--- src/mwmf_mod.sv ---
// ----------------------------------------------------------------------------
// mwmf_mod
// Remainder by a constant modulus through a reciprocal multiply, in registered steps.
// ----------------------------------------------------------------------------
`timescale 1ns / 1ps

module mwmf_mod #(
	parameter int XW  = 25,
	parameter int MOD = 14351
) (
	input  logic                   clk,
	input  logic                   arst_n,
	input  logic                   start,
	input  logic [XW-1:0]          x,
	output logic                   done,
	output logic [$clog2(MOD)-1:0] rem
);

	localparam int AW = $clog2(MOD);
	localparam int SH = XW + AW;
	localparam int MW = XW + 2;
	localparam int PW = XW + MW;
	localparam int QW = PW - SH;
	localparam longint unsigned RECIP =
		((64'd1 << SH) + 64'(MOD) - 64'd1) / 64'(MOD);
	localparam logic [MW-1:0] RECIP_C = MW'(RECIP);

	logic [XW-1:0] x_s1, x_s2;
	logic [PW-1:0] prod_s2;
	logic          v_s1, v_s2;
	logic          done_q;
	logic [AW-1:0] rem_q;
	logic [QW-1:0] quo;
	logic [XW-1:0] back;
	logic [XW-1:0] diff;

	// quotient from the reciprocal, then the remainder left over
	assign quo  = prod_s2[PW-1:SH];
	assign back = XW'(quo) * XW'(MOD);
	assign diff = x_s2 - back;

	// step control
	always_ff @(posedge clk or negedge arst_n) begin
		if (!arst_n) begin
			v_s1   <= 1'b0;
			v_s2   <= 1'b0;
			done_q <= 1'b0;
		end else begin
			v_s1   <= start;
			v_s2   <= v_s1;
			done_q <= v_s2;
		end
	end

	// hold the operand, multiply by the reciprocal, subtract back
	always_ff @(posedge clk) begin
		if (start) begin
			x_s1 <= x;
		end
		if (v_s1) begin
			prod_s2 <= PW'(x_s1) * PW'(RECIP_C);
			x_s2    <= x_s1;
		end
		if (v_s2) begin
			rem_q <= diff[AW-1:0];
		end
	end

	assign done = done_q;
	assign rem  = rem_q;

endmodule

--- config.mk ---
export PLATFORM = sky130hd
export DESIGN_NAME = mwmf_mod
export DESIGN_NICKNAME = d
export VERILOG_FILES = /design/src/mwmf_mod.sv
export SDC_FILE = /design/constraint.sdc
export NUM_CORES = 1
export LEC_CHECK = 0
export ABC_AREA = 1
export BUFFER_PORTS_ARGS = -buffer_cell sky130_fd_sc_hd__buf_2
export CORE_ASPECT_RATIO = 1.2
export CORE_MARGIN = 5
export CORE_UTILIZATION = 50
export CTS_CLUSTER_DIAMETER = 40
export DETAILED_ROUTE_END_ITERATION = 10
export PLACE_DENSITY = 0.67
export SLEW_MARGIN = 20
export SYNTH_ARGS = -nofsm -noshare
export SYNTH_HDL_FRONTEND = slang
export SYNTH_SLANG_ARGS = --single-unit
export TNS_END_PERCENT = 30
--- constraint.sdc ---
create_clock -name clk -period 13.1 [get_ports clk]
set_input_delay 1.31 -clock clk [delete_from_list [all_inputs] [get_ports clk]]
set_output_delay 1.31 -clock clk [all_outputs]
set_load 0.01 [all_outputs]
==> results.toml <==
[outcome]
status = "completed"

[yosys]
seq_area_frac_synth_pct = 19.9
yosys.area.top_type = "ha_1"
synth-seq-cells = 68
syn_area_sq_um = 10200
mappedNetlistNets = 1545
ys_top_cells_by_area = "ha_1 29%, edfxtp_1 19%, fa_1 18%"
syn_avg_cell_area_sq_um = 8.57
synth_cell_type_count = 27
synth_top_area_share_pct = 29.1
synth_cells = 1188
yosys_warnings = 0

[sta]
relSlewSlack_pct = 59.9
rsz0062_at_grt = "no"
fin_skew_ns = 0.0124
fin_tns_setup_ns = 0
fmax_ghz = 0.203
tightest_slew_ns = 0.601
finalSetupViolCount = 0
finalCritPeriodShare_pct = 37.5
finalMaxSlewViolations = 0
finalHoldViolations = 0
fin_crit_ns = 4.92

[floorplan]
dieArea_sq_um = 23300
io_pins = 43
die_w_microns = 140
start_util_pct = 50.4
rows = 57
coreArea_sq_um = 20200
die_height_microns = 166

[run]
drv_cap = 0

[critical_path]
path_max_fanout = 6
cpMostUsedCell = "ha_1"
crit_path_start_kind = "register"
cpPeakStageDelay_ns = 0.58
critPathSlowestCell = "edfxtp_1"
timing.rr.start = "x_s1[11]"
r2r_cells = 16
regToRegEndpoint = "prod_s2[46]"
cp_cell_sequence = "ha_1 -> ha_1 -> ha_1 -> fa_1 -> fa_1 -> inv_1 -> fa_1 -> inv_1 -> ha_1 -> nand2_1 -> nor2_1 -> nand2_1 -> nor2_1 -> nand4_1 -> nand4_1 -> nand2_1"
crit_start = "x_s1[11]"
cp.arrival_ns = 5.02
critPathCaptureType = "register"
cp-endpoint = "prod_s2[46]"
ff2ff_setup_slack_ns = 8.18
critPathRequiredTime_ns = 13.20
critPathKind = "register to register"

[grt]
grt_overflow = 0
grt_max_degree = 28
antenna_found_initial = 0
grt_pass1_wl_mm = 39.1
grt_pass1_vias = 7975
grtUsageTotal_pct = 21.2

[layout]
diodes = 0
drive_above_1_share_pct = 6.26
area_delta_synth_final_pct = 8.41
mostFrequentLayoutCells = "309 x inv_1, 244 x nand2_1, 237 x ha_1"
nFillCells = 1855
layout.nets = 1599
final_common_cell = "inv_1"

[clocking]
clk_pin_slew_ns = 0.07
ctsResizeCount = 0
cts_tree = "yes"
cts_root_buf = "clkbuf_16"
clk_latency_ns = 0.35
clockBufferDepth = 2
htreeDepth = 3
postCtsHoldBufs = 0
cts_inserted_buffers = 9
post_cts_buffers = 0
cts.sinks = 68

[drt]
dr.first_iter.drc_count = 274
via_per_inst = 5.01
drt-wirelength-per-cell_microns = 15.6
via_count = 7574
firstDrtPassIters = 6
drc_errors = 0
wl_mm = 23.7
drt.antenna.violating_nets = 0

[hold_path]
hp-start = "x_s1[4]"
hp-class = "register to register"

[place]
port_buffers = 42
place_congestion = 0.936
dpl.hpwl_mm = 20.9
[routing by layer]
metal  part of all wire, %  track usage (%)  up-vias  routed length (microns)
li1                      -                -     3820                        -
met1                    39             24.3     3586                     9320
met3                   3.3             2.39       39                      791
met4                   3.0             6.70        0                      712
met2                    54             40.5      129                    12800
met5                     0                0        -                        0
[state kept, by name, indices dropped and copies added (netlist names)]
signal   flops
prod_s2     12
x_s1        25
rem         14
x_s2        14
v_s2         1
done         1
v_s1         1
[stage by stage]
stage	instance area [sq um]	std cells	setup WS, ns	hold slack (ns)	utilization (%)
6_report	11000	1512	8.18	0.614	54.7
5_1_grt	11000	1512	7.93	0.628	54.7
4_1_cts	11000	1512	8.17	0.601	54.7
3_5_place_dp	10700	1496	8.19	0.585	53.2
3_3_place_gp	10700	1496	8.21	0.564	53.2
2_1_floorplan	10200	1188	8.76	0.488	-
[worst min-delay path by stage]
stage / cells after the start / to / slack (ns)
after floorplan: 0 / x_s2[5] / 0.49
after global placement: 0 / x_s2[4] / 0.56
after detailed placement: 0 / x_s2[4] / 0.59
after CTS: 0 / x_s2[4] / 0.60
after global routing: 0 / x_s2[4] / 0.63
final: 0 / x_s2[4] / 0.61
[critical path, delay by kind of cell (launching register included)]
| kind | cells | cell delay [ns] |
|---|---|---|
| adders and majority gates | 7 | 2.96 |
| buffers and inverters | 2 | 0.11 |
| DFF | 1 | 0.58 |
| and+or+nand+nor | 7 | 1.03 |
[cells in the mapped netlist]
cell / count
a21boi_1: 1
a21o_1: 3
a21oi_1: 38
a21oi_2: 1
and2_1: 2
dfrtp_1: 3
edfxtp_1: 65
fa_1: 92
ha_1: 237
inv_1: 309
nand2_1: 244
nand2_2: 5
nand3_1: 34
nand3b_1: 3
nand4_1: 12
nor2_1: 67
nor2_2: 9
nor3_1: 10
nor3_2: 1
nor3b_1: 1
nor4_1: 1
o21ai_0: 17
o21ai_1: 3
o21bai_1: 6
or2_2: 3
xnor2_1: 6
xor2_1: 15
[cell type report]
class                   instances  area, sq um  share of cell area (%)
repair buffers                 43          218                    1.97
multi-input cells             811         6990                    63.4
flip-flops and latches         68         2030                    18.4
clock inverters                 7         81.3                   0.737
well taps                     265          332                    3.00
clock buffers                   9          225                    2.04
inverters                     309         1160                    10.5
[kinds of logic after synthesis]
logic type	share of synthesized area, %
and+or+nand+nor	16.0
adders and majority gates	47.2
buffers and inverters	11.4
AOI/OAI and AO/OA	3.67
DFF	19.9
xor gates and xnor gates	1.81
Power is left out: the tool's default activity adds up to more than one toggle a clock period on the data nets, which glitch-free logic cannot reach.
