$ cat src/mwmf_ram.sv
// ----------------------------------------------------------------------------
// mwmf_ram
// Generic single-clock RAM, one write port, one read port, registered read.
// ----------------------------------------------------------------------------
`timescale 1ns / 1ps

module mwmf_ram #(
	parameter int WIDTH = 8,
	parameter int DEPTH = 16
) (
	input  logic                     clk,
	input  logic                     we,
	input  logic [$clog2(DEPTH)-1:0] waddr,
	input  logic [WIDTH-1:0]         wdata,
	input  logic                     re,
	input  logic [$clog2(DEPTH)-1:0] raddr,
	output logic [WIDTH-1:0]         rdata
);

	logic [WIDTH-1:0] mem [DEPTH];

	// write, then registered read
	always_ff @(posedge clk) begin
		if (we) begin
			mem[waddr] <= wdata;
		end
		if (re) begin
			rdata <= mem[raddr];
		end
	end

endmodule

$ cat config.mk
export PLATFORM = sky130hd
export DESIGN_NAME = mwmf_ram
export DESIGN_NICKNAME = d
export VERILOG_FILES = /design/src/mwmf_ram.sv
export SDC_FILE = /design/constraint.sdc
export NUM_CORES = 1
export LEC_CHECK = 0
export ABC_AREA = 1
export BUFFER_PORTS_ARGS = -buffer_cell sky130_fd_sc_hd__buf_2
export CORE_ASPECT_RATIO = 1.1
export CORE_MARGIN = 4
export CORE_UTILIZATION = 61
export CTS_CLUSTER_DIAMETER = 80
export DETAILED_ROUTE_END_ITERATION = 8
export PLACE_DENSITY = 0.89
export SLEW_MARGIN = 20
export SYNTH_ARGS = -nofsm -noshare
export SYNTH_HDL_FRONTEND = slang
export SYNTH_SLANG_ARGS = --single-unit
$ cat constraint.sdc
create_clock -name clk -period 1.5 [get_ports clk]
set_clock_uncertainty 0.2 [all_clocks]
set_input_delay 0.3 -clock clk [delete_from_list [all_inputs] [get_ports clk]]
set_output_delay 0.3 -clock clk [all_outputs]
set_load 0.1 [all_outputs]
==> results of run 1 <==
[sequential cells by signal, summed over array words and instances, names as in the netlist]
name / cells
mem: 128
rdata: 8
[report_power, final]
group          total, mW  leakage (nW)  switching [mW]  internal [mW]
Clock               3.96         0.274            1.46           2.50
Combinational      0.748          1.52           0.517          0.231
Sequential          4.32          1.24          0.0341           4.28
[routing by layer]
| layer | GRT usage, % | wire length, µm | up-vias |
|---|---|---|---|
| met5 | 0 | 0 | - |
| met4 | 16.0 | 725 | 0 |
| met3 | 6.92 | 1370 | 67 |
| met2 | 43.0 | 6950 | 314 |
| met1 | 33.1 | 5050 | 1928 |
| li1 | - | - | 1892 |
[cell type report]
class	count	area share (%)
multi-input cells	289	17.5
clock inverters	11	1.88
inverters	102	5.52
repair buffers	59	7.94
clock buffers	21	6.19
well taps	117	2.11
flip-flops and latches	136	58.9
[cell usage after synthesis]
| cell type | instances | area (µm²) |
|---|---|---|
| buf_6 | 6 | 67.6 |
| nand3b_1 | 2 | 15.0 |
| nor2_1 | 17 | 63.8 |
| nand2_1 | 173 | 649 |
| edfxtp_1 | 136 | 4080 |
| inv_2 | 2 | 7.51 |
| buf_2 | 13 | 65.1 |
| buf_4 | 4 | 30.0 |
| inv_1 | 100 | 375 |
| buf_1 | 1 | 3.75 |
| nand3_1 | 97 | 485 |
[cells by family (layout without fill, tap and decap cells)]
group         Yosys count  after routing  share of synthesized area, %
buf+inv               126            193                          9.39
simple gates          289            289                          20.8
flops                 136            136                          69.8
[through the flow]
step	hold WS (ns)	cell area, µm²
detailed placement	0.464	6320
CTS	0.00156	6940
global placement	0.457	6320
floorplan	0.199	5850
finish	0.00488	6940
global route	0.00784	6940
[worst reg2reg max path, cell delays in order, from the launching register on]
cell and delay (ns):
edfxtp_1 0.36, inv_1 0.06, nand2_1 0.04, nand3_1 0.12, nand3_1 0.16, nand3_1 0.14, nand2_1 0.07
[worst max path at each step]
stage               startpoint        end  depth (start not counted)
detailed placement    raddr[1]   rdata[7]                          6
CTS                   rdata[6]   rdata[6]                          1
floorplan             waddr[3]  mem[4][0]                          2
finish                rdata[7]   rdata[7]                          1
global route          rdata[6]   rdata[6]                          1
global placement      raddr[1]   rdata[7]                          6
[timing repair]
action | CTS | global route
cloned | 0 | 0
hold buffers | 6 | 0
endpoints found under the setup margin | 8 | 8
endpoints found under the hold margin | 64 | 0
[layout by cell type, fill, tap and decap left out, drive strengths merged]
cell,instances
nand3b,2
inv,102
edfxtp,136
nor2,17
clkbuf,21
nand2,173
nand3,97
clkinv,7
bufinv,3
clkinvlp,1
dlygate4sd3,6
buf,53
==> results.py, run 1 <==
metrics = {
    "sta": {
        "maxSlewHeadroom_pct": 58.8,
        "period_minus_slack_ns": 1.66,
        "setup_viol": 8,
        "finalHoldViolCount": 0,
        "max_freq_mhz": 602,
        "setup_tns_ns": -1.16,
        "worstMarginPinSlew_ns": 0.616,
        "setup_slack_ns": -0.162,
        "fin_crit_sh_pct": 111,
        "grt_setup_unrepaired": "yes",
        "slew_viol_final": 0,
    },
    "routing": {
        "routed_wirelength_mm": 14.1,
        "drc": 0,
        "vias": 4201,
        "drt-pass1-iter-count": 8,
        "wl_per_cell_um": 19.2,
        "vias_per_cell": 5.72,
        "drt.antenna.violating_nets": 0,
        "drt_iter0_markers": 637,
    },
    "clocking": {
        "cts.sinks": 136,
        "worstSkewPairLatency_ns": 0.54,
        "cts_tree": "yes",
        "postCtsSetupRepairBufs": 0,
        "ctsResizeCount": 0,
        "cts_root_buffer": "clkbuf_8",
        "htreeDepth": 4,
        "path_clk_slew_ns": 0.06,
        "cts.path.max_buffers": 2,
        "cts_buffers": 17,
    },
    "final_layout": {
        "n_fill_cell": 544,
        "fin_util_pct": 74.2,
        "drive_above_1_share_pct": 13.1,
        "nNetsFinal": 624,
        "ff_latch_area_um2": 4080,
        "final_cell_count_no_fill": 735,
        "n_antenna_cell": 0,
        "multi_input_comb_area_um2": 1210,
        "syn_to_final_growth_pct": 18.6,
    },
    "critical_path": {
        "timing.rr.end": "rdata[6]",
        "crit_arrival_ns": 1.16,
        "crit_slowest_cell": "edfxtp_1",
        "cp_num_buf_inv": 1,
        "critPathRequiredTime_ns": 1.00,
        "rrSetupSlack_ns": 0.09,
        "endpoint_kind": "output pin",
        "r2r-start": "mem[13][6]",
        "critPathKind": "register to output pin",
        "path_cells": "buf_12",
        "rr_worst_depth": 6,
        "cp_top_family": "flip-flops",
        "path_max_fanout": 1,
        "critPathLaunchType": "register",
        "critical-path-max-stage-delay_ns": 0.43,
    },
    "global_routing": {
        "grt_max_degree": 41,
        "grt_pass1_vias": 4229,
        "grt_pass1_wl_mm": 22.3,
        "overflow": 0,
        "grt_usage_pct": 27.1,
        "antenna_found_initial": 0,
    },
    "die": {
        "fp.coreArea_um2": 9350,
        "start_util_pct": 62.5,
        "die_w_um": 101,
        "ioPinCount": 27,
        "fp-row-count": 37,
        "die_h_um": 111,
        "die_area_um2": 11200,
    },
    "status": {
        "status": "finished, violations left",
        "violations": "negative setup slack",
    },
    "placement": {
        "dp.cells": 697,
        "port_buffers": 26,
        "dp_hpwl_mm": 8.60,
        "dp_slack_ns": -0.206,
        "place_congestion": 0.854,
    },
    "hold_path": {
        "hp-class": "input port to register",
        "holdPathStages": 1,
        "min_from": "wdata[7]",
        "holdPathEnd": "mem[11][7]",
    },
    "logic_synthesis": {
        "postSynthCellCount": 551,
        "synth.ff_latch_count": 136,
        "ys_types": 11,
        "syn_area_um2": 5850,
        "yosys_warnings": 0,
        "syn_avg_cell_area_um2": 10.6,
        "synthesis.nets": 570,
        "ys_seq_area_share_pct": 69.8,
    },
    "power": {
        "cellPowerDensity_nw_per_um2": 1300,
        "p_total_mw": 9.03,
        "p_leak_nw": 3.03,
        "irDropWorstVdd_uv": 936,
    },
    "flow_run": {
        "drv_cap": 0,
    },
}
Note: power is estimated with default switching activity, not from simulation.
==> run 2, diff against run 1 <==
Settings changed: CORE_UTILIZATION 61 to 63, CTS_BUF_LIST set to sky130_fd_sc_hd__clkbuf_4 sky130_fd_sc_hd__clkbuf_8, PLACE_DENSITY 0.89 to 0.91.
==> results.py, run 2 (synthesized netlist as in run 1, its figures left out) <==
metrics = {
    "critical_path": {
        "cp_num_buf_inv": 1,
        "critPathLaunchType": "register",
        "critPathRequiredTime_ns": 1.00,
        "critPathKind": "register to output pin",
        "crit_arrival_ns": 1.07,
        "path_cells": "buf_12",
        "crit_slowest_cell": "edfxtp_1",
        "critical-path-max-stage-delay_ns": 0.44,
        "endpoint_kind": "output pin",
        "path_max_fanout": 1,
        "cp_top_family": "flip-flops",
    },
    "final_layout": {
        "layout_commonest_cell": "nand2_1",
        "drive_above_1_share_pct": 13.6,
        "top_regs": "mem (128), rdata (8)",
        "largest_register": "mem",
        "syn_to_final_growth_pct": 16.0,
        "fin_util_pct": 75.7,
        "nNetsFinal": 616,
        "largest_register_ff_count": 128,
        "final_cell_mix": "nand2_1, edfxtp_1, inv_1",
        "n_antenna_cell": 0,
        "final_area_um2": 6780,
    },
    "sta": {
        "max_freq_mhz": 638,
        "setup_slack_ns": -0.0680,
        "period_minus_slack_ns": 1.57,
        "slew_viol_final": 0,
        "grt_setup_unrepaired": "yes",
        "worstMarginPinSlew_ns": 0.633,
        "fin_crit_sh_pct": 105,
        "maxSlewHeadroom_pct": 57.8,
        "setup_viol": 8,
        "setup_tns_ns": -0.383,
        "finalHoldViolCount": 0,
        "hold-worst-slack_ns": 0.0726,
    },
    "status": {
        "status": "finished, violations left",
        "violations": "negative setup slack",
    },
    "clocking": {
        "ctsResizeCount": 0,
        "cts.path.max_buffers": 2,
        "worstSkewPairLatency_ns": 0.44,
        "path_clk_slew_ns": 0.08,
        "cts.sinks": 136,
        "postCtsSetupRepairBufs": 0,
        "cts_tree": "yes",
        "cts_root_buffer": "clkbuf_8",
        "cts_buffers": 17,
        "htreeDepth": 4,
    },
    "routing": {
        "drt.antenna.violating_nets": 0,
        "dr_wl_met3_mm": 1.35,
        "drc": 0,
        "dr_wl_met2_mm": 6.65,
        "wl_per_cell_um": 18.2,
        "drt-pass1-iter-count": 6,
        "routed_wirelength_mm": 13.2,
        "wl_met1_mm": 4.58,
        "maxUsedRoutingLayer": "met4",
        "drt_iter0_markers": 508,
        "vias": 4146,
        "vias_per_cell": 5.73,
    },
    "global_routing": {
        "grt_pass1_vias": 4108,
        "grt_usage_pct": 26.1,
        "antenna_found_initial": 0,
        "grt_pass1_wl_mm": 20.6,
        "grt_max_degree": 40,
        "overflow": 0,
    },
    "die": {
        "die_area_um2": 10900,
        "fp-row-count": 36,
        "die_h_um": 109,
        "fp.coreArea_um2": 8960,
        "die_w_um": 99.9,
        "start_util_pct": 65.2,
        "ioPinCount": 27,
    },
    "power": {
        "p_total_mw": 8.53,
        "cellPowerDensity_nw_per_um2": 1260,
        "irDropWorstVdd_uv": 807,
        "p_leak_nw": 2.96,
    },
    "placement": {
        "placed_area_um2": 6300,
        "place_congestion": 0.913,
        "dp_hpwl_mm": 7.86,
        "port_buffers": 26,
    },
    "flow_run": {
        "drv_cap": 0,
    },
    "hold_path": {
        "hp-class": "input port to register",
    },
}
-- run 2: cell type report --
| type | count | area, µm² |
|---|---|---|
| inverter | 102 | 383 |
| clock buffer | 18 | 241 |
| sequential | 136 | 4080 |
| tap | 114 | 143 |
| clock inverter | 14 | 229 |
| multi-input combinational | 289 | 1210 |
| timing repair buffer | 51 | 490 |
| fill | 521 | 2180 |
-- run 2: worst paths after layout --
check / from / endpoint / slack (ns) / cells after the start
worst max-delay path: rdata[4] / rdata[4] / -0.07 / 1
worst min-delay path: wdata[0] / mem[13][0] / 0.07 / 1
worst max register to register: mem[6][0] / rdata[0] / 0.08 / 6
worst min register to register: mem[10][1] / rdata[1] / 0.58 / 6
-- run 2: per-stage QoR --
step / cells / worst slack [ns]
after global routing: 724 / -0.103
final: 724 / -0.0680
after detailed placement: 691 / -0.295
after floorplan: 551 / 0.0492
after CTS: 723 / -0.0869
after global placement: 691 / -0.214
-- run 2: per-layer routing --
| metal | up-vias | global-route usage (%) |
|---|---|---|
| met5 | - | 0 |
| met4 | 0 | 15.4 |
| met3 | 51 | 5.69 |
| met2 | 330 | 42.9 |
| met1 | 1894 | 31.9 |
| li1 | 1871 | - |
-- run 2: what timing repair did --
action                                  CTS  global route
endpoints found under the setup margin    8             8
hold buffers                              0             1
endpoints found under the hold margin     0             7
-- run 2: power breakdown --
group	total (mW)	switching (mW)	internal, mW	leakage, nW
logic	0.728	0.508	0.220	1.48
registers	4.31	0.0322	4.28	1.24
clock network	3.50	1.35	2.15	0.237
