[src/mwmf_pkg.sv]
// ----------------------------------------------------------------------------
// mwmf_pkg
// Types and fixed widths of the masked window mean filter.
// ----------------------------------------------------------------------------
`timescale 1ns / 1ps

package mwmf_pkg;

	localparam int CFG_W      = 11;
	localparam int PIX_W      = 8;
	localparam int TAP_CNT_W  = 8;
	localparam int MASK_BITS  = 225;
	localparam int SUM_W      = 16;
	localparam int CFG_DATA_W = 64;
	localparam int CFG_IDX_W  = 3;
	localparam int MASK3_W    = 33;

	localparam logic MODE_PIXEL = 1'b0;
	localparam logic MODE_DRAIN = 1'b1;

	typedef enum logic [CFG_IDX_W-1:0] {
		REG_FRAME_WIDTH  = 3'd0,
		REG_FRAME_HEIGHT = 3'd1,
		REG_MASK_WORD0   = 3'd2,
		REG_MASK_WORD1   = 3'd3,
		REG_MASK_WORD2   = 3'd4,
		REG_MASK_WORD3   = 3'd5,
		REG_TAP_COUNT    = 3'd6
	} reg_index_t;

	typedef enum logic [3:0] {
		ST_IDLE,
		ST_MUL,
		ST_DEC,
		ST_WMOD,
		ST_CHK,
		ST_BMOD,
		ST_TAP,
		ST_TAIL,
		ST_DIVGO,
		ST_DIV,
		ST_OUT
	} seq_state_t;

	typedef struct packed {
		logic             mode;
		logic [PIX_W-1:0] pixel;
	} in_word_t;

	typedef struct packed {
		logic [PIX_W-1:0] filtered_pixel;
		logic             frame_last;
	} out_word_t;

endpackage

[src/mwmf_div.sv]
// ----------------------------------------------------------------------------
// mwmf_div
// Restoring divider of the window sum by the tap count, one bit per cycle.
// ----------------------------------------------------------------------------
`timescale 1ns / 1ps

module mwmf_div import mwmf_pkg::*; (
	input  logic                 clk,
	input  logic                 arst_n,
	input  logic                 start,
	input  logic [SUM_W-1:0]     dividend,
	input  logic [TAP_CNT_W-1:0] divisor,
	output logic                 done,
	output logic [SUM_W-1:0]     quotient
);

	localparam int CW = $clog2(SUM_W);

	logic [SUM_W-1:0]     quo_q;
	logic [TAP_CNT_W-1:0] rem_q;
	logic [CW-1:0]        cnt_q;
	logic                 busy_q;
	logic                 done_q;
	logic [TAP_CNT_W:0]   trial;
	logic [TAP_CNT_W:0]   diff;
	logic                 qbit;

	// shift in the next dividend bit and try the subtract
	assign trial = {rem_q, quo_q[SUM_W-1]};
	assign qbit  = trial >= {1'b0, divisor};
	assign diff  = trial - {1'b0, divisor};

	// step control
	always_ff @(posedge clk or negedge arst_n) begin
		if (!arst_n) begin
			busy_q <= 1'b0;
			done_q <= 1'b0;
			cnt_q  <= '0;
		end else if (start) begin
			busy_q <= 1'b1;
			done_q <= 1'b0;
			cnt_q  <= CW'(SUM_W - 1);
		end else if (busy_q) begin
			if (cnt_q == '0) begin
				busy_q <= 1'b0;
				done_q <= 1'b1;
			end else begin
				cnt_q <= cnt_q - 1'b1;
			end
		end else begin
			done_q <= 1'b0;
		end
	end

	// partial remainder and quotient
	always_ff @(posedge clk) begin
		if (start) begin
			quo_q <= dividend;
			rem_q <= '0;
		end else if (busy_q) begin
			quo_q <= {quo_q[SUM_W-2:0], qbit};
			rem_q <= qbit ? diff[TAP_CNT_W-1:0] : trial[TAP_CNT_W-1:0];
		end
	end

	assign done     = done_q;
	assign quotient = quo_q;

endmodule

[config.mk]
export PLATFORM = sky130hd
export DESIGN_NAME = mwmf_div
export DESIGN_NICKNAME = d
export VERILOG_FILES = /design/src/mwmf_pkg.sv /design/src/mwmf_div.sv
export SDC_FILE = /design/constraint.sdc
export NUM_CORES = 1
export LEC_CHECK = 0
export BUFFER_PORTS_ARGS = -buffer_cell sky130_fd_sc_hd__buf_2
export CAP_MARGIN = 20
export CORE_MARGIN = 4
export CORE_UTILIZATION = 30
export CTS_CLUSTER_DIAMETER = 200
export CTS_CLUSTER_SIZE = 10
export DETAILED_ROUTE_END_ITERATION = 12
export GPL_ROUTABILITY_DRIVEN = 0
export PLACE_DENSITY = 0.47
export SYNTH_ARGS = -nofsm -noshare
export SYNTH_HDL_FRONTEND = slang
export SYNTH_SLANG_ARGS = --single-unit
[constraint.sdc]
create_clock -name clk -period 2.8 [get_ports clk]
set_clock_uncertainty 0.2 [all_clocks]
set_input_delay 0 -clock clk [delete_from_list [all_inputs] [get_ports clk]]
set_output_delay 0 -clock clk [all_outputs]
set_load 0.05 [all_outputs]
==> results of run 1 <==
[registers in the layout, summed over array words and instances, names as in the netlist]
register  cells
done          1
rem_q         8
cnt_q         4
busy_q        1
quotient     16
[what timing repair did]
item | 4_1_cts | 5_1_grt
hold buffers | 19 | 0
hold endpoints to repair | 23 | 0
setup buffers | 0 | 0
gates resized for setup | 0 | 0
[routing by layer]
metal,vias up,global-route usage
li1,683,-
met1,624,0.146
met2,41,0.190
met3,4,0.0365
met4,0,0.0307
met5,-,0
[kinds of logic (layout without fill, tap and decap cells)]
logic type                 after synthesis  after routing  share of synthesized area
muxes                                   21             21                      0.136
AOI/OAI and AO/OA                       28             28                      0.129
buffers and inverters                   19             84                     0.0513
and+or+nand+nor                         42             42                      0.116
xor gates and xnor gates                 7              7                     0.0354
adders and majority gates               10             10                     0.0766
DFF                                     30             30                      0.457
[worst max path at each step]
| stage | end |
|---|---|
| 4_1_cts | rem_q[6] |
| 5_1_grt | rem_q[6] |
| 6_report | rem_q[6] |
| 3_5_place_dp | rem_q[6] |
| 3_3_place_gp | rem_q[6] |
| 2_1_floorplan | rem_q[6] |
[area by class of cell]
cell class	count	area (sq um)
clock buffers	6	72.6
clock inverters	2	8.76
fillers	567	3270
inverters	14	52.6
multi-input cells	108	852
flip-flops and latches	30	791
well taps	72	90.1
repair buffers	62	405
[power by group through the flow]
| stage | Sequential, mW | Clock (mW) | Combinational [mW] |
|---|---|---|---|
| 2_1_floorplan | 0.718 | 0 | 0.506 |
| 3_3_place_gp | 0.617 | 0 | 0.708 |
| 3_5_place_dp | 0.618 | 0 | 0.719 |
| 4_1_cts | 0.610 | 0.350 | 0.743 |
| 5_1_grt | 0.619 | 0.367 | 0.810 |
| 6_report | 0.608 | 0.332 | 0.739 |
[synth_stat cells (3+ instances only)]
master	n
mux2_2	16
dfrtp_1	6
a21oi_1	5
dfxtp_1	8
nor2b_1	4
o21ai_1	3
nand2_1	10
mux2i_1	4
nor2_1	15
xnor2_1	5
ha_1	9
nand2b_1	6
inv_1	14
edfxtp_1	16
[cell usage in the layout, fill, tap and decap left out, types with 2 or more instances in the layout]
cell,netlist,layout
buf_2,1,43
dlygate4sd3_1,0,19
mux2_2,16,16
edfxtp_1,16,16
nor2_1,15,15
inv_1,14,14
nand2_1,10,10
ha_1,9,9
dfxtp_1,8,8
nand2b_1,6,6
dfrtp_1,6,6
a21oi_1,5,5
xnor2_1,5,5
clkbuf_8,0,5
nor2b_1,4,4
mux2i_1,4,4
o21ai_1,3,3
nand3_1,2,2
a21oi_2,2,2
a211oi_2,2,2
a31oi_1,2,2
o21ai_0,2,2
xor2_1,2,2
[stage by stage]
stage	hold WS, ns	area, sq um	total power [mW]	instances	util
floorplan	-0.496	1730	1.22	157	-
global placement	-0.376	2000	1.32	267	0.361
detailed placement	-0.368	2000	1.34	267	0.361
CTS	0.0617	2270	1.70	294	0.410
global route	0.0952	2270	1.80	294	0.410
finish	0.0507	2270	1.68	294	0.410
==> impl_metrics.tcl, run 1 <==
set metrics [dict create \
    overflow 0 \
    r2r_cells 8 \
    first_iter_violations 70 \
    cts_tree "built" \
    routed_wl_mm 3.85 \
    vias_per_cell 4.60 \
    finalCriticalPeriod_ns 2.13 \
    vdd_drop_max_v 0.000353 \
    root_buffer "clkbuf_8" \
    seqPwrFrac 0.362 \
    start_util 0.313 \
    cp.required_ns 2.80 \
    antenna_found_initial 0 \
    yosys_most_used_dff "edfxtp_1" \
    maxSlewHeadroom 0.579 \
    floorplan.rows 27 \
    final_nets 258 \
    pwr-share-comb 0.440 \
    timing.final.crit_share 0.761 \
    power_density_nw_per_um2 739 \
    tightest_slew_ns 0.631 \
    crit_chain "inv_1, ha_1, fa_1, nand2b_1, a21oi_1, or4_1, and4_1, o31ai_2" \
    preCtsSetupSlack_ns 0.670 \
    maxUsedRoutingLayer "met4" \
    dp_hpwl_mm 2.85 \
    grt_pass1_vias 1404 \
    cts.sinks 30 \
    setup_violations 0 \
    die_h_microns 84.0 \
    ys_types 43 \
    wl_met1_mm 1.75 \
    status "finished clean" \
    wl_per_cell_microns 13.1 \
    drv_slew 0 \
    synth_top_area_frac 0.277 \
    ant_nets 0 \
    route.vias.total 1352 \
    die_w_microns 84.0 \
    area_growth_pct 31.2 \
    tns_ns 0 \
    final-hold-violation-count 0 \
    grt_max_degree 28 \
    syn-num-nets 194 \
    synth_edf_count 16 \
    clock_latency_ns 0.28 \
    slowest_delay_ns 0.39 \
    grt_usage 0.115 \
    h-tree-depth 2 \
    synth_area_leaders "edfxtp_1 28%, mux2_2 10%, dfxtp_1 9.2%, dfrtp_1 8.7%, ha_1 6.5%" \
    cp_slowest_cell "or4_1" \
    yosysSeqAreaShare 0.457 \
    io_buffers 43 \
    cp.buffers_inverters 1 \
    syn_avg_cell_area_sq_um 11.0 \
    cap_violations 0 \
    rsz0062_at_grt "no" \
    min_path_type "input pin to register" \
    die_area_sq_um 7050 \
    wl_met3_microns 216 \
    path_delay_family "simple AND/OR/NAND/NOR gates" \
    synth_cells 157 \
    syn_area_sq_um 1730 \
    whs_path_depth 2 \
    path_depth 8 \
    p_switching_mw 0.646 \
    reg2reg_slack_ns 0.67 \
    core_sq_um 5540 \
    arrival_ns 2.13 \
    clockBufferDepth 2 \
    setup_ws_ns 0.670 \
    min_to "rem_q[2]" \
    rr_endpoint "rem_q[6]" \
    worst_r2r_startpoint "quotient[15]" \
    min_from "start" \
    ys_ff_latch 30 \
    drc_errors 0 \
    sw_frac_of_total 0.385 \
    grt_pass1_wl_mm 6.58 \
    setup.worst_path.class "register to register" \
    cts_buffers 5 \
    intPower_mw 1.03 \
    firstDrtPassIters 4 \
    fmax_mhz 469 \
    leakagePower_nw 0.988 \
    clkTransAtPathRegs_ns 0.07 \
    yosysTopAreaCell "edfxtp_1" \
    dr_wl_met2_mm 1.85 \
    ios 44 \
    critPathLaunchType "register" \
    drive_gt1_frac 0.342 \
    async_flop_share 0.200 \
    antennaDiodeCount 0 \
    worstSetupStartpoint "quotient[15]" \
    cp_max_fo 3 \
    ys_warn_count 0 \
    critPathCaptureType "register" \
    clkPwrFrac 0.198 \
]
Note: power is estimated with default switching activity, not from simulation.
==> run 2: changes to the inputs <==
Settings changed: ABC_AREA set to 1, PLACE_DENSITY 0.47 to 0.48.
Clock period 2.8 ns to 1.7 ns, I/O delays scaled along.
==> impl_metrics.tcl, run 2 <==
set metrics [dict create \
    synth_edf_count 16 \
    slowest_delay_ns 0.39 \
    fin_worst_hold_slack_ns -0.0267 \
    vdd_drop_max_v 0.000516 \
    finalCriticalPeriod_ns 1.74 \
    io_buffers 43 \
    yosysMostFrequentCell "nand2_1" \
    overflow 0 \
    maxSlewHeadroom 0.584 \
    grt_pass1_vias 1859 \
    fmax_mhz 574 \
    cap_violations 0 \
    start_util 0.312 \
    final-instance-count-excl-fill 431 \
    crit_top_cell "nand2_1" \
    cts_hold_buf 19 \
    reg2reg_slack_ns -0.04 \
    cp_max_fo 3 \
    die_h_microns 86.7 \
    setup_violations 9 \
    final_core_util 0.506 \
    route.vias.total 1943 \
    synth_cells 247 \
    synth_top_area_frac 0.258 \
    ios 44 \
    routed_wl_mm 5.16 \
    clkPwrFrac 0.153 \
    cp.required_ns 1.67 \
    first_iter_violations 47 \
    final_cell_mix "95 x nand2_1, 43 x buf_2, 40 x buf_4" \
    ys_ff_latch 30 \
    drc_errors 0 \
    power_density_nw_per_um2 1200 \
    root_buffer "clkbuf_8" \
    clockBufferDepth 2 \
    r2r_cells 8 \
    ant_nets 0 \
    worst_r2r_startpoint "quotient[15]" \
    antenna_found_initial 0 \
    final.fill_count 577 \
    p_switching_mw 1.44 \
    min_path_type "input pin to register" \
    synth_common_cells "105 x nand2_1, 32 x inv_1, 18 x nand3_1" \
    rsz0062_at_grt "yes" \
    floorplan.rows 28 \
    tns_ns -0.194 \
    min_from "divisor[0]" \
    clkTransAtPathRegs_ns 0.07 \
    grt_usage 0.140 \
    preCtsSetupSlack_ns -0.125 \
    power_mw 3.62 \
    sw_frac_of_total 0.398 \
    syn_avg_cell_area_sq_um 7.53 \
    intPower_mw 2.18 \
    firstDrtPassIters 4 \
    ys_warn_count 0 \
    cts_buffers 5 \
    synth_area_leaders "edfxtp_1 26%, nand2_1 21%, dfxtp_1 8.6%, dfrtp_1 8.1%, inv_1 6.5%" \
    grt_pass1_wl_mm 8.20 \
    violations "hold timing, setup timing" \
    grt_max_degree 17 \
    largest_reg_flops 16 \
    drive_gt1_frac 0.430 \
    setup.worst_path.class "register to register" \
    core_sq_um 5960 \
    syn_area_sq_um 1860 \
    maxUsedRoutingLayer "met4" \
    critPathCaptureType "register" \
    yosysTopAreaCell "edfxtp_1" \
    drv_slew 0 \
    status "finished with violations" \
    yosys_most_used_dff "edfxtp_1" \
    die_area_sq_um 7520 \
    final_nets 392 \
    clock_latency_ns 0.28 \
    seqPwrFrac 0.277 \
    min_to "rem_q[0]" \
    wl_met1_mm 2.21 \
    yosysSeqAreaShare 0.425 \
    dr_wl_met2_mm 2.63 \
    whs_path_depth 5 \
    final_common_cell "nand2_1" \
    rr_endpoint "rem_q[4]" \
    cp.buffers_inverters 1 \
    pwr-share-comb 0.570 \
    area_growth_pct 62.0 \
    arrival_ns 1.71 \
    setup_ws_ns -0.0429 \
    cts.sinks 30 \
    timing.final.crit_share 1.03 \
    dp_cells 395 \
    cts_tree "built" \
    wl_met3_microns 207 \
    dp_hpwl_mm 3.55 \
    wl_per_cell_microns 12.0 \
    async_flop_share 0.200 \
    syn-num-nets 284 \
    h-tree-depth 2 \
    antennaDiodeCount 0 \
    vias_per_cell 4.51 \
    cp_slowest_cell "fa_2" \
    worstSetupStartpoint "quotient[15]" \
    critPathLaunchType "register" \
    final-hold-violation-count 1 \
    tightest_slew_ns 0.623 \
    die_w_microns 86.7 \
    path_delay_family "adder cells" \
    leakagePower_nw 1.54 \
    crit_chain "inv_2, ha_4, fa_2, o21bai_4, xnor2_2, nand2_1, nand3_1, nand2_1" \
    ys_types 31 \
]
run 2: cell count changes in the layout (fill, tap and decap cells not counted), moves of 6 or more:
cell	change
nand2_1	+85
buf_4	+40
mux2_2	-16
inv_1	+11
nand2_2	+11
nand3_1	+11
ha_1	-9
ha_4	+9
inv_2	+7
nor2_2	+7
nand2b_1	-6
nand3_2	+6
nor2_1	-6
run 2: worst max-delay path by stage:
stage / to / slack, ns / cells past startpoint
5_1_grt: rem_q[6] / -0.14 / 9
4_1_cts: rem_q[4] / -0.05 / 8
3_5_place_dp: quotient[0] / -0.12 / 7
6_report: rem_q[4] / -0.04 / 8
3_3_place_gp: rem_q[5] / -0.20 / 8
2_1_floorplan: rem_q[4] / -0.31 / 8
run 2: layout make-up:
type | count | area, sq um | area share
Multi-Input combinational cell | 181 | 1180 | 0.393
Sequential cell | 30 | 797 | 0.265
Timing Repair Buffer | 104 | 728 | 0.242
Inverter | 33 | 124 | 0.0411
Tap cell | 75 | 93.8 | 0.0311
Clock buffer | 5 | 68.8 | 0.0228
Clock inverter | 3 | 16.3 | 0.00540
run 2: cells by family (layout without fill, tap and decap cells):
family,count (synthesis),after routing,synth area share
AND/OR/NAND/NOR,156,157,0.372
buffers and inverters,37,145,0.0808
flip-flops,30,30,0.425
AO/OA/AOI/OAI,11,11,0.0363
adder cells (fa/ha/maj),10,10,0.0713
XOR/XNOR,3,3,0.0141
run 2: worst min-delay path, stage by stage:
cell and delay (ns):
buf_2 0.10, ha_4 0.14, nand2_1 0.05, nand3_1 0.07, nand2_1 0.04
run 2: timing repair:
| action | 4_1_cts | 5_1_grt |
|---|---|---|
| gates resized for setup | 26 | 28 |
| hold endpoints to repair | 31 | 1 |
| gates cloned | 1 | 0 |
| buffers inserted | 8 | 1 |
| setup endpoints to repair | 11 | 14 |
| pin swaps | 18 | 12 |
run 2: power by group through the flow:
stage	Sequential (mW)	Combinational, mW	Clock [mW]
floorplan	1.13	0.902	0
global placement	0.979	1.66	0
detailed placement	0.981	1.64	0
CTS	1.00	1.90	0.577
global route	1.02	2.27	0.605
finish	1.00	2.06	0.555
run 2: per-layer routing:
layer	vias up	track usage
met1	894	0.170
li1	1000	-
met3	12	0.0333
met2	37	0.236
met5	-	0
met4	0	0.0595
run 2: per-stage QoR:
step,hold WS (ns),instance area [sq um]
global route,-0.00478,3010
detailed placement,-0.362,2420
CTS,-0.0303,2900
floorplan,-0.496,1880
finish,-0.0267,3010
global placement,-0.361,2420
==> run 3: changes to the inputs <==
Settings changed: RECOVER_POWER set to 100.
==> impl_metrics.tcl, run 3 (synthesized netlist as in run 2, its figures left out) <==
set metrics [dict create \
    power_mw 3.61 \
    status "finished with violations" \
    crit_chain "inv_2, ha_4, fa_2, o21bai_4, xnor2_2, nand2_1, nand3_1, nand2_1" \
    cap_violations 0 \
    drive_gt1_frac 0.379 \
    h-tree-depth 2 \
    die_h_microns 86.7 \
    setup_violations 10 \
    leakagePower_nw 1.49 \
    final_nets 392 \
    tns_ns -0.200 \
    busiest_layer "met2" \
    clockBufferDepth 2 \
    cts.sinks 30 \
    finalCriticalPeriod_ns 1.74 \
    fin_worst_hold_slack_ns -0.0267 \
    grtUsageMet1 0.170 \
    gr-usage-met3 0.0333 \
    final_cell_mix "95 x nand2_1, 38 x buf_4, 26 x buf_2" \
    ios 44 \
    tightest_slew_ns 0.617 \
    final-instance-count-excl-fill 431 \
    final_common_cell "nand2_1" \
    clkPwrFrac 0.153 \
    min_path_type "input pin to register" \
    slowest_delay_ns 0.39 \
    cts_buffers 5 \
    floorplan.rows 28 \
    arrival_ns 1.71 \
    drv_slew 0 \
    overflow 0 \
    p_switching_mw 1.44 \
    crit_top_cell "nand2_1" \
    pwr-share-comb 0.568 \
    antenna_found_initial 0 \
    postLayoutCellArea_sq_um 2990 \
    clock_latency_ns 0.28 \
    fmax_mhz 574 \
    clkTransAtPathRegs_ns 0.07 \
    sw_frac_of_total 0.399 \
    violations "hold timing, setup timing" \
    area_growth_pct 60.6 \
    critPathCaptureType "register" \
    drc_errors 0 \
    grt_pass1_vias 1859 \
    grt_max_degree 17 \
    wl_per_cell_microns 11.9 \
    first_iter_violations 52 \
    whs_path_depth 5 \
    critPathLaunchType "register" \
    setup_ws_ns -0.0426 \
    route.vias.total 1936 \
    dp_hpwl_mm 3.55 \
    largest_reg_flops 16 \
    maxSlewHeadroom 0.588 \
    ant_nets 0 \
    io_buffers 43 \
    vdd_drop_max_v 0.000512 \
    dp_cells 395 \
    die_w_microns 86.7 \
    power_density_nw_per_um2 1210 \
    seqPwrFrac 0.279 \
    rsz0062_at_grt "yes" \
    firstDrtPassIters 4 \
    cts_hold_buf 19 \
    die_area_sq_um 7520 \
    routed_wl_mm 5.15 \
    vias_per_cell 4.49 \
    root_buffer "clkbuf_8" \
    final.fill_count 590 \
    final-hold-violation-count 1 \
    grt_usage 0.140 \
    setup.worst_path.class "register to register" \
    grt_pass1_wl_mm 8.20 \
    core_sq_um 5960 \
    placed_cell_area_sq_um 2420 \
    intPower_mw 2.17 \
    start_util 0.312 \
    r2r_cells 8 \
    cts_tree "built" \
    timing.final.crit_share 1.03 \
    cp_max_fo 3 \
    antennaDiodeCount 0 \
    grt_use_met2 0.236 \
    cp.required_ns 1.67 \
    cp_slowest_cell "fa_2" \
]
[run 3: changes by cell type in the layout (fill, tap and decap cells not counted), sizes merged]
cell / before / now
clkbuf: 5 / 24
buf: 85 / 66
[run 3: cell type report]
type / count / area [sq um] / share of cell area
inverter: 33 / 124 / 0.0415
sequential: 30 / 797 / 0.267
clock buffer: 5 / 68.8 / 0.0230
tap: 75 / 93.8 / 0.0314
timing repair buffer: 104 / 704 / 0.236
multi-input combinational: 181 / 1180 / 0.396
clock inverter: 3 / 16.3 / 0.00545
[run 3: worst paths after layout]
check / from / endpoint / slack (ns)
min in group asynchronous: arst_n / cnt_q[3] / 0.46
setup / recovery: quotient[15] / rem_q[4] / -0.04
hold / removal: divisor[0] / rem_q[0] / -0.03
setup reg to reg: quotient[15] / rem_q[4] / -0.04
hold reg to reg: rem_q[7] / rem_q[7] / 0.27
max in group asynchronous: arst_n / done / 0.62
[run 3: what timing repair did]
item,in CTS,in global routing
pin swaps,18,12
cloned,1,0
endpoints found under the setup margin,11,14
buffers inserted,8,1
gates resized for setup,26,28
hold endpoints to repair,31,1
[run 3: power groups by stage]
stage / clock network (mW) / logic (mW) / registers (mW)
detailed placement: 0 / 1.64 / 0.981
global placement: 0 / 1.66 / 0.979
CTS: 0.577 / 1.90 / 1.00
finish: 0.554 / 2.05 / 1.01
floorplan: 0 / 0.902 / 1.13
global route: 0.605 / 2.26 / 1.02
[run 3: through the flow]
step | util | setup WS (ns)
3_3_place_gp | 0.406 | -0.197
2_1_floorplan | - | -0.311
3_5_place_dp | 0.406 | -0.125
6_report | 0.501 | -0.0426
5_1_grt | 0.501 | -0.135
4_1_cts | 0.487 | -0.0543
[run 3: per-layer routing]
layer	share of wire	vias up
li1	-	999
met1	0.42	890
met2	0.51	35
met3	0.041	12
met4	0.021	0
met5	0	-
[run 3: critical path: cells and delay by family, from the launching register on]
family	cells	cell delay (ns)
fa+ha+maj	2	0.54
buf+inv	1	0.06
flops	1	0.36
simple gates	3	0.19
compound gates	1	0.17
xor+xnor	1	0.12
